$ cat src/hw/rtl/alist_pkg.sv
// Package: sizes, codes and cell control type for the array list unit.
package alist_pkg;

  localparam int CAPACITY = 128;
  localparam int DATA_W   = 32;
  localparam int POS_W    = 8;
  localparam int OP_W     = 2;
  localparam int STAT_W   = 2;
  // Length runs 0..CAPACITY; cell indexes and positions share this width.
  localparam int LEN_W    = (POS_W > $clog2(CAPACITY + 1)) ? POS_W : $clog2(CAPACITY + 1);
  localparam int GROUP    = 8;
  localparam int NGROUP   = (CAPACITY + GROUP - 1) / GROUP;

  typedef enum logic [OP_W-1:0] {
    OP_INSERT = 2'd0,
    OP_DELETE = 2'd1,
    OP_READ   = 2'd2
  } op_t;

  typedef enum logic [STAT_W-1:0] {
    ST_OK    = 2'd0,
    ST_RANGE = 2'd1,
    ST_FULL  = 2'd2
  } stat_t;

  // Broadcast to every cell in the cycle an item is accepted.
  typedef struct packed {
    logic             ins;   // open a slot at pidx and load the new value
    logic             del;   // close the slot at pidx
    logic [LEN_W-1:0] pidx;  // zero-based target index
  } cell_ctrl_t;

endpackage

$ cat src/hw/rtl/alist_cell.sv
// One list slot: holds an entry and shifts with its neighbors.
module alist_cell (
  input  logic                          clk,
  input  logic [alist_pkg::LEN_W-1:0]   idx,
  input  alist_pkg::cell_ctrl_t         ctrl,
  input  logic [alist_pkg::DATA_W-1:0]  new_val,
  input  logic [alist_pkg::DATA_W-1:0]  left,
  input  logic [alist_pkg::DATA_W-1:0]  right,
  output logic [alist_pkg::DATA_W-1:0]  entry,
  output logic [alist_pkg::DATA_W-1:0]  rd
);
  import alist_pkg::*;

  logic at_pos;
  logic past_pos;

  assign at_pos   = (idx == ctrl.pidx);
  assign past_pos = (idx >= ctrl.pidx);

  // Only the addressed slot drives its value toward the gather tree.
  assign rd = at_pos ? entry : '0;

  // Insert: load at target, take lower neighbor above it. Delete: take upper neighbor.
  always_ff @(posedge clk) begin
    if (ctrl.ins) begin
      if (at_pos) begin
        entry <= new_val;
      end else if (past_pos) begin
        entry <= left;
      end
    end else if (ctrl.del && past_pos) begin
      entry <= right;
    end
  end

endmodule

$ cat config.mk
export PLATFORM = sky130hd
export DESIGN_NAME = alist_cell
export DESIGN_NICKNAME = d
export VERILOG_FILES = /design/src/hw/rtl/alist_pkg.sv /design/src/hw/rtl/alist_cell.sv
export SDC_FILE = /design/constraint.sdc
export NUM_CORES = 1
export LEC_CHECK = 0
export BUFFER_PORTS_ARGS = -buffer_cell sky130_fd_sc_hd__buf_2
export CAP_MARGIN = 20
export CORE_MARGIN = 10
export CORE_UTILIZATION = 42
export DETAILED_ROUTE_END_ITERATION = 6
export PLACE_DENSITY_LB_ADDON = 0.05
export SLEW_MARGIN = 20
export SYNTH_ARGS = -nofsm -noshare
export SYNTH_HDL_FRONTEND = slang
export SYNTH_SLANG_ARGS = --single-unit
export TNS_END_PERCENT = 20
$ cat constraint.sdc
create_clock -name clk -period 3.4 [get_ports clk]
set_clock_uncertainty 0.2 [all_clocks]
set_input_delay 0.17 -clock clk [delete_from_list [all_inputs] [get_ports clk]]
set_output_delay 0.17 -clock clk [all_outputs]
set_load 0.01 [all_outputs]
==> impl.org <==
** Clock tree
- Clock transition at the registers of the reported paths :: 0.06 ns
- TritonCTS built the clock tree.
- The root buffer cell chosen for the clock tree is clkbuf_8.
- Clock buffers created by TritonCTS :: 5
- Once the clock tree was built, the setup fixing pass inserted 0 buffers.
- Count of H-tree levels built during CTS :: 2
- Worst-case clock buffer depth :: 2
- Sinks on the clock net :: 32

** Pwr
- VDD sags by at most 0.179 mV.
- Power density over the cells :: 338 nW/um^2
- Power comes to 1.06 mW.
- Total leakage power :: 1.55 nW

** Die
- Num ports :: 179
- DIE HEIGHT :: 90.7 um
- In this run the horizontal extent of the chip is 90.7 um.
- Once the floorplan was initialized, standard cells occupied 43.9% of the core.
- The floorplan step defined a die boundary enclosing 8230 um^2.
- The core region is 4790 um^2.
- Core Rows :: 25

** Global routing
- The via count of the first global-routing pass is 2260.
- Global-route wire length before repair :: 10.9 mm
- For this run, the total global-route usage over all layers was measured as 16.2%.
- The total overflow left after global routing is 0.
- Largest net degree at the start of global routing :: 65
- The number of antenna violations at the first check in global routing was 0.

** Layout
- Biggest register :: entry
- For this run, the number of standard cells in the final layout without fillers is 448.
- Layout Nets :: 504
- The largest registers in the layout are entry: 32 flops.
- Share of cells above drive strength 1 :: 49.9%
- The repair_antennas step left the layout with diodes totalling 0.
- The area growth from synthesis to layout is 49.0%.
- Fill cells in the final layout number 415.
- Number of flip-flops in the largest register :: 32

** Critical path
- Required time worst endpoint :: 3.03 ns
- In this run the worst setup path begins at ctrl[5].
- Sort of element at the start of the critical path :: input port
- Data arrives at the worst endpoint at 1.77 ns.
- Endpoint kind of the worst setup timing path :: output port
- Highest net fanout along the worst path :: 33
- Type of the worst setup path :: in2out

** Yosys
- Sorting the synthesized cells by area gives the leading types as edfxtp_1 (46%), mux2i_1 (15%), and2_1 (9.5%), a21oi_1 (8.1%), nor2_1 (5.9%).
- For this run, the leading register cell type out of synthesis is edfxtp_1.
- After synthesis the netlist holds a flip-flop and latch count of 32.
- Net count of the mapped netlist :: 325
- In the synthesized netlist, the number of instances is 202.
- Yosys printed 0 warnings.
- A synthesized cell averages 10.4 um^2.
- By instance count, the leading cell after synthesis is a21oi_1.
- Area share of the largest cell type after synthesis :: 45.7%
- Synth area leader :: edfxtp_1
- In the synthesized netlist, the cells that appear most often are a21oi_1 (34), nor2_1 (33), and2_1 (32), edfxtp_1 (32), mux2i_1 (32).
- Sequential share of the synthesized area :: 45.7%
- The synthesized netlist occupies a cell area of 2100 um^2.
- The netlist uses 20 different library cells.
- Counting flops with an async set or reset pin after synthesis yields a share of 0%.
- The synthesized design contains 32 enable-type register cells.

** Worst hold path
- Hold/Removal Path Class :: in2reg
- In this run the most critical hold path is launched from right[17].
- The worst hold path was traced through 3 stages.

** Drt
- After detailed routing, the number of vias per cell comes to 4.66.
- The first TritonRoute pass finished after 4 iterations.
- Average wire length per cell after detail routing :: 15.8 um
- First DRT Iteration DRCs :: 84
- In the routed design, unresolved DRC markers number 0.
- After detailed routing, the total wire length is 7.09 mm.
- Vias :: 2089
- Once detail routing completed, the nets flagged for antenna violations numbered 0.

** Outcome
- Status :: completed

** Placed design
- Half-perimeter wire length after detailed placement :: 5.87 mm
- The count of buffers added on input and output ports is 178.
- GPL Wtd Cong :: 0.784
- Cell Count Post-Placement :: 437

** Timing
- The worst pin sits at a relative slew slack of 60.6%.
- Hold violation total from the final report :: 0
- Final setup violation count :: 0
- The smallest clock period supported by the final layout is computed as 2.14 ns.
- Final sum of negative setup slack :: 0 ns
- RSZ-0062 raised after global routing :: no
- After layout, the worst path uses 63.0% of the clock period.
- For the pin with the worst max-slew slack, the measured transition is 0.591 ns.
- Timing would allow up to 467 MHz.
- The number of pins with negative max-slew slack in the final report came to 0.

** Job
- Across the run, the number of max-cap violations was 0.
[cell families (layout without fill, tap and decap cells)]
family,count (synthesis),count (layout),share of synthesized area [%]
AOI/OAI and AO/OA,38,38,9.52
adders and majority gates,8,8,4.76
buffers and inverters,21,200,6.07
DFF,32,32,45.7
muxes,32,32,15.2
and+or+nand+nor,71,71,18.7
[layout make-up]
class                      count  area (um^2)  share of cell area (%)
clock buffer                   6         72.6                    2.32
clock inverter                 1         5.00                   0.160
inverter                       8         30.0                   0.959
multi-input combinational    149         1010                    32.4
sequential                    32          961                    30.7
tap                           67         83.8                    2.68
timing repair buffer         185          966                    30.8
[worst paths after layout]
path                         to  slack, ns
worst max-delay path     rd[23]       1.26
worst min-delay path  entry[17]       0.01
[layer usage]
| layer | up-vias | track usage [%] | share of wire [%] |
|---|---|---|---|
| met2 | 103 | 29.7 | 52 |
| met1 | 913 | 16.0 | 36 |
| li1 | 1065 | - | - |
| met4 | 0 | 3.98 | 1.4 |
| met3 | 8 | 7.81 | 11 |
| met5 | - | 0 | 0 |
[stage by stage]
step	instance area (um^2)	setup WS (ns)	hold WS, ns	utilization (%)
4_1_cts	3130	1.24	0.000117	65.4
2_1_floorplan	2100	1.14	0.196	-
5_1_grt	3130	1.15	0.00960	65.4
3_3_place_gp	3010	1.12	0.286	63.0
6_report	3130	1.26	0.00982	65.4
3_5_place_dp	3010	1.08	0.293	63.0
[cells in the final DEF (no fill, tap or decap)]
master         count
inv_1              8
clkinv_2           1
buf_4              2
buf_2            178
nand2b_1           1
clkbuf_1           1
clkbuf_8           5
nor2_1            33
o21ai_0            1
nand2_1            1
dlygate4sd3_1      4
o22a_1             1
buf_12             1
mux2i_1           32
a2111oi_0          1
nand4_2            1
ha_1               8
a21oi_1           34
nor2_8             1
nand4_4            1
nor3_1             1
and2_1            32
edfxtp_1          32
o21a_1             1
[report_power, final]
part / leakage [nW] / switching (mW) / internal (mW) / total [mW]
Clock: 0.0410 / 0.133 / 0.139 / 0.272
Sequential: 0.308 / 0.0246 / 0.505 / 0.530
Combinational: 1.20 / 0.134 / 0.123 / 0.257
Total: 1.55 / 0.291 / 0.767 / 1.06
[worst max-delay path, stage by stage]
cell and delay [ns]:
buf_2 0.07, inv_1 0.03, ha_1 0.33, nand4_4 0.15
nor2_8 0.44, buf_12 0.26, and2_1 0.14, buf_2 0.13
[what timing repair did]
| action | in CTS | in global routing |
|---|---|---|
| hold endpoints to repair | 4 | 0 |
| hold buffers | 4 | 0 |
| gates resized for setup | 0 | 0 |
Note: power is estimated with default switching activity, not from simulation.
